**config.mk**
```make
export PLATFORM = sky130hd
export DESIGN_NAME = dbcs_ofifo
export DESIGN_NICKNAME = d
export VERILOG_FILES = /design/src/rtl/dbcs_pkg.sv /design/src/rtl/dbcs_ofifo.sv
export SDC_FILE = /design/constraint.sdc
export NUM_CORES = 1
export LEC_CHECK = 0
export BUFFER_PORTS_ARGS = -buffer_cell sky130_fd_sc_hd__buf_2
export CORE_ASPECT_RATIO = 0.7
export CORE_MARGIN = 2
export CORE_UTILIZATION = 35
export DETAILED_ROUTE_END_ITERATION = 10
export GPL_TIMING_DRIVEN = 0
export PLACE_DENSITY_LB_ADDON = 0.05
export SLEW_MARGIN = 10
export SYNTH_ARGS = -nofsm -noshare
export SYNTH_HDL_FRONTEND = slang
export SYNTH_SLANG_ARGS = --single-unit
```
**constraint.sdc**
```tcl
create_clock -name i_clk -period 2.7 [get_ports i_clk]
set_input_delay 0.135 -clock i_clk [delete_from_list [all_inputs] [get_ports i_clk]]
set_output_delay 0.135 -clock i_clk [all_outputs]
set_load 0.02 [all_outputs]
```
**src/rtl/dbcs_pkg.sv**
```systemverilog
// dbcs_pkg: shared types and constants for the code page converter.
// Used by dbcs_core, dbcs_ofifo, the top level and the bench; depends on nothing.

package dbcs_pkg;

    // request codes on the input channel
    typedef enum logic [2:0] {
        REQ_LOAD_L2U  = 3'd0,
        REQ_LOAD_U2L  = 3'd1,
        REQ_LOAD_FLAG = 3'd2,
        REQ_LOCAL     = 3'd3,
        REQ_UNI       = 3'd4
    } t_req;

    // configuration register indexes
    typedef enum logic [2:0] {
        CFG_L2U_SIZE      = 3'd0,
        CFG_U2L_SIZE      = 3'd1,
        CFG_L2U_PRESENT   = 3'd2,
        CFG_U2L_PRESENT   = 3'd3,
        CFG_FLAGS_PRESENT = 3'd4
    } t_cfg_idx;

    // what the result stage does with an item
    typedef enum logic [2:0] {
        OP_NONE,
        OP_LIT1,
        OP_LIT2,
        OP_L2U,
        OP_L2U_TERM,
        OP_U2L
    } t_op;

    localparam int CFG_IW     = 3;
    localparam int CFG_DW     = 16;
    localparam int FLAG_DEPTH = 256;
    localparam int FIFO_DEPTH = 8;
    localparam int FIFO_AW    = 3;

    localparam logic [15:0] CH_QMARK      = 16'h003F;
    localparam logic [15:0] CH_UNDERSCORE = 16'h005F;
    localparam logic [15:0] CH_SPACE      = 16'h0020;
    localparam logic [15:0] BYTE_MAX      = 16'h00FF;
    localparam logic [15:0] HIGH_MASK     = 16'hFF00;

    typedef struct packed {
        logic [15:0] l2u_size;
        logic [15:0] u2l_size;
        logic        l2u_present;
        logic        u2l_present;
        logic        flags_present;
    } t_cfg;

    typedef struct packed {
        logic [15:0] value;
        logic        last;
    } t_res;

    // zero, one or two result words from one item
    typedef struct packed {
        logic [1:0] n;
        t_res       res0;
        t_res       res1;
    } t_push;

    typedef struct packed {
        logic s1_vld;
        logic s2_vld;
    } t_stat;

endpackage

```
**src/rtl/dbcs_ofifo.sv**
```systemverilog
// dbcs_ofifo: result queue taking up to two words a cycle, giving one unless stalled.
// Depends on dbcs_pkg.

module dbcs_ofifo (
    input  logic                      i_clk,
    input  logic                      i_rst_n,
    input  dbcs_pkg::t_push           i_push,
    input  logic                      i_stall,
    output logic                      o_valid,
    output dbcs_pkg::t_res            o_res,
    output logic [dbcs_pkg::FIFO_AW:0] o_count
);

    import dbcs_pkg::*;

    t_res               r_mem [FIFO_DEPTH];
    logic [FIFO_AW-1:0] r_wp;
    logic [FIFO_AW-1:0] r_rp;
    logic [FIFO_AW:0]   r_cnt;
    logic               pop;

    assign o_valid = (r_cnt != '0);
    assign pop     = o_valid && !i_stall;
    assign o_res   = r_mem[r_rp];
    assign o_count = r_cnt;

    always_ff @(posedge i_clk) begin
        if (i_push.n != 2'd0) begin
            r_mem[r_wp] <= i_push.res0;
        end
        if (i_push.n == 2'd2) begin
            r_mem[r_wp + FIFO_AW'(1)] <= i_push.res1;
        end
    end

    always_ff @(posedge i_clk) begin
        if (!i_rst_n) begin
            r_wp  <= '0;
            r_rp  <= '0;
            r_cnt <= '0;
        end else begin
            r_wp  <= r_wp + FIFO_AW'(i_push.n);
            r_rp  <= r_rp + FIFO_AW'(pop);
            r_cnt <= r_cnt + (FIFO_AW + 1)'(i_push.n) - (FIFO_AW + 1)'(pop);
        end
    end

endmodule

```
==> results.toml <==
[timing]
worst_pin_slew_ns = 1.192
setup_tns_ns = 0
finalCritPeriodShare_pct = 95.85
finalHoldViolCount = 0
period_needed_ns = 2.588
max_freq_ghz = 0.3864
fin_skew_ns = 0.009770
slew-limit-headroom_pct = 19.69
slew_violations = 0
setup_viol = 0
rsz0062_at_grt = "no"

[min_path]
hold_depth = 2
hold_class = "primary input to flop"
hold_path_end = "r_mem[3][14]"
min-delay-start = "i_push[14]"

[power]
p_total_w = 0.006925
power_density_nw_per_um2 = 764.8
ir_worst_vdd_uv = 471.8
leakage_nw = 3.106

[yosys]
netlist_instances = 424
ys_ff_latch = 146
seq_area_frac_synth_pct = 57.52
yosys_warnings = 0
syn_area_per_cell_sq_um = 17.57
synth_fp_nets = 475
synth_cell_types = 37
synth_area_sq_um = 7448

[detailed_routing]
vias = 4103
wl_per_cell_um = 24.11
antenna_violating_nets_post_route = 0
drcViolationCount = 0
drtIter0Drc = 253
wl_mm = 19.46
via_per_inst = 5.084
drt-pass1-iter-count = 4

[die]
dieArea_sq_um = 22480
placementRows = 44
die_h_um = 126.1
boundaryPins = 61
die_w_um = 178.4
start_util_pct = 35.79
core_sq_um = 20810

[critical_path]
critPathCaptureType = "flop"
r2r_cells = 5
worstPathMaxFanout = 17
reg2reg_from = "r_wp[1]"
crit_required_ns = 2.74
crit_arrival_ns = 2.62
start_kind = "flop"
r2r_end = "r_mem[5][5]"
reg2reg_slack_ns = 0.11
path_class = "flop to flop"

[clock_tree]
cts.sinks = 146
clock-root-buffer = "clkbuf_16"
numCtsBuffers = 17
clk_pin_slew_worst_paths_ns = 0.06
clkLatencyLatePin_ns = 0.42
cts_max_level = 4
clk_path_buf_depth = 2
cts_tree = "built"

[global_route]
grt_pass1_vias = 4463
grt_usage_pct = 18.58
grt_max_degree = 18
grt_first_pass_wirelength_mm = 29.47
antenna_found_initial = 0
grt_overflow = 0

[finish]
drive_above_1_share_pct = 60.26
area_growth_syn_to_layout_pct = 21.57
final_cell_mix = "143 x mux2_2, 136 x edfxtp_1, 62 x buf_2"
final_cells = 807
fin_area_sq_um = 9055
layout_commonest_cell = "mux2_2"
utilization_pct = 43.51
antenna_cells = 0
finalNetCount = 569

[placement]
dpl.cell_count = 766
dpl.hpwl_mm = 12.39
placed_cell_area_sq_um = 8347
numPortBuffers = 60
place.gp.congestion = 0.7132

[run]
maxCapViolCount = 0

[status]
status = "finished, final reports clean"
-- timing repair --
action | CTS | global route
endpoints found under the hold margin | 1 | 0
setup buffers | 2 | 7
hold buffers | 1 | 0
gates resized for setup | 12 | 3
endpoints found under the setup margin | 53 | 87
pin swaps | 2 | 0
-- cell families (layout without fill, tap and decap cells) --
group / Yosys count / after routing / synth area share (%)
adders and majority gates: 12 / 12 / 2.217
DFF: 146 / 146 / 57.52
xor gates and xnor gates: 5 / 5 / 0.7897
AOI/OAI and AO/OA: 13 / 13 / 1.041
and+or+nand+nor: 28 / 28 / 2.704
muxes: 188 / 188 / 33.55
buffers and inverters: 32 / 139 / 2.184
-- where the power goes --
part / internal, W / total (W) / leakage [nW] / switching [W]
clock network: 0.00135 / 0.00230 / 0.267 / 0.000947
logic: 0.000830 / 0.00182 / 1.51 / 0.000991
registers: 0.00273 / 0.00280 / 1.33 / 0.0000699
total: 0.00492 / 0.00693 / 3.11 / 0.00201
-- worst max-delay path, cell delays in order, from the launching register on --
cell and delay, ns:
dfxtp_1 0.51, ha_1 0.44, xor2_4 0.35, nand2_2 0.30
buf_6 0.27, o21ai_4 0.32
-- per-stage QoR --
step	hold slack (ns)	setup WS (ns)
after floorplan	0.2897	0.2228
final	0.1093	0.1121
after global routing	0.1093	0.004071
after global placement	0.4107	-1.534
after detailed placement	0.4208	-0.2189
after CTS	0.09672	-0.02989
-- per-layer routing --
| layer | vias to the layer above | GRT usage, % | wire length [um] |
|---|---|---|---|
| met3 | 7 | 4.378 | 1342 |
| met2 | 100 | 27.48 | 8848 |
| li1 | 1899 | - | - |
| met1 | 2097 | 27.68 | 9175 |
| met4 | 0 | 4.209 | 88 |
| met5 | - | 0 | 0 |
-- worst max path at each step --
| stage | to | slack, ns | from |
|---|---|---|---|
| after global routing | o_res[15] | 0.004 | r_rp[0] |
| final | r_mem[5][5] | 0.11 | r_wp[1] |
| after floorplan | r_mem[5][0] | 0.22 | r_wp[0] |
| after detailed placement | r_mem[2][9] | -0.22 | r_wp[0] |
| after global placement | r_mem[1][2] | -1.53 | r_wp[0] |
| after CTS | r_mem[3][3] | -0.03 | r_wp[0] |
-- registers in the layout (all words and copies together), names as in the netlist --
name     count
o_count      4
r_mem      136
r_rp         3
r_wp         3
-- cell usage after synthesis --
cell	count	area [sq um]
xnor2_2	1	16.27
nand2_1	4	15.01
mux2_2	143	1610
buf_4	3	22.52
nor3b_2	1	12.51
buf_6	3	33.78
nor2_2	2	12.51
xnor2_1	2	17.52
buf_1	1	3.750
dfxtp_1	10	200.2
buf_2	7	35.03
nor4b_2	1	15.01
mux4_2	34	765.7
nor2_1	1	3.750
a21o_1	1	7.510
ha_1	10	125.1
o21bai_1	1	7.510
and2_1	7	43.79
nand4b_1	1	8.760
mux2_1	10	112.6
a21oi_1	2	10.01
fa_1	2	40.04
o22ai_1	2	12.51
xor2_2	1	16.27
o21ai_0	5	25.02
nand3_4	1	17.52
inv_1	12	45.04
mux2i_1	1	10.01
o31ai_1	2	15.01
clkbuf_1	6	22.52
and4bb_2	1	12.51
nand2b_1	2	12.51
nor2b_1	2	12.51
edfxtp_1	136	4084
xor2_1	1	8.760
nand2_2	4	25.02
nand3_2	1	10.01
-- layout make-up --
class | instances | area (sq um)
multi-input cells | 246 | 3134
flip-flops and latches | 146 | 4285
clock buffers | 18 | 429.2
repair buffers | 76 | 543.0
plain buffers | 19 | 133.9
inverters | 12 | 45.04
well taps | 276 | 345.3
clock inverters | 14 | 138.9
fillers | 1875 | 11760
Note: power is estimated with default switching activity, not from simulation.
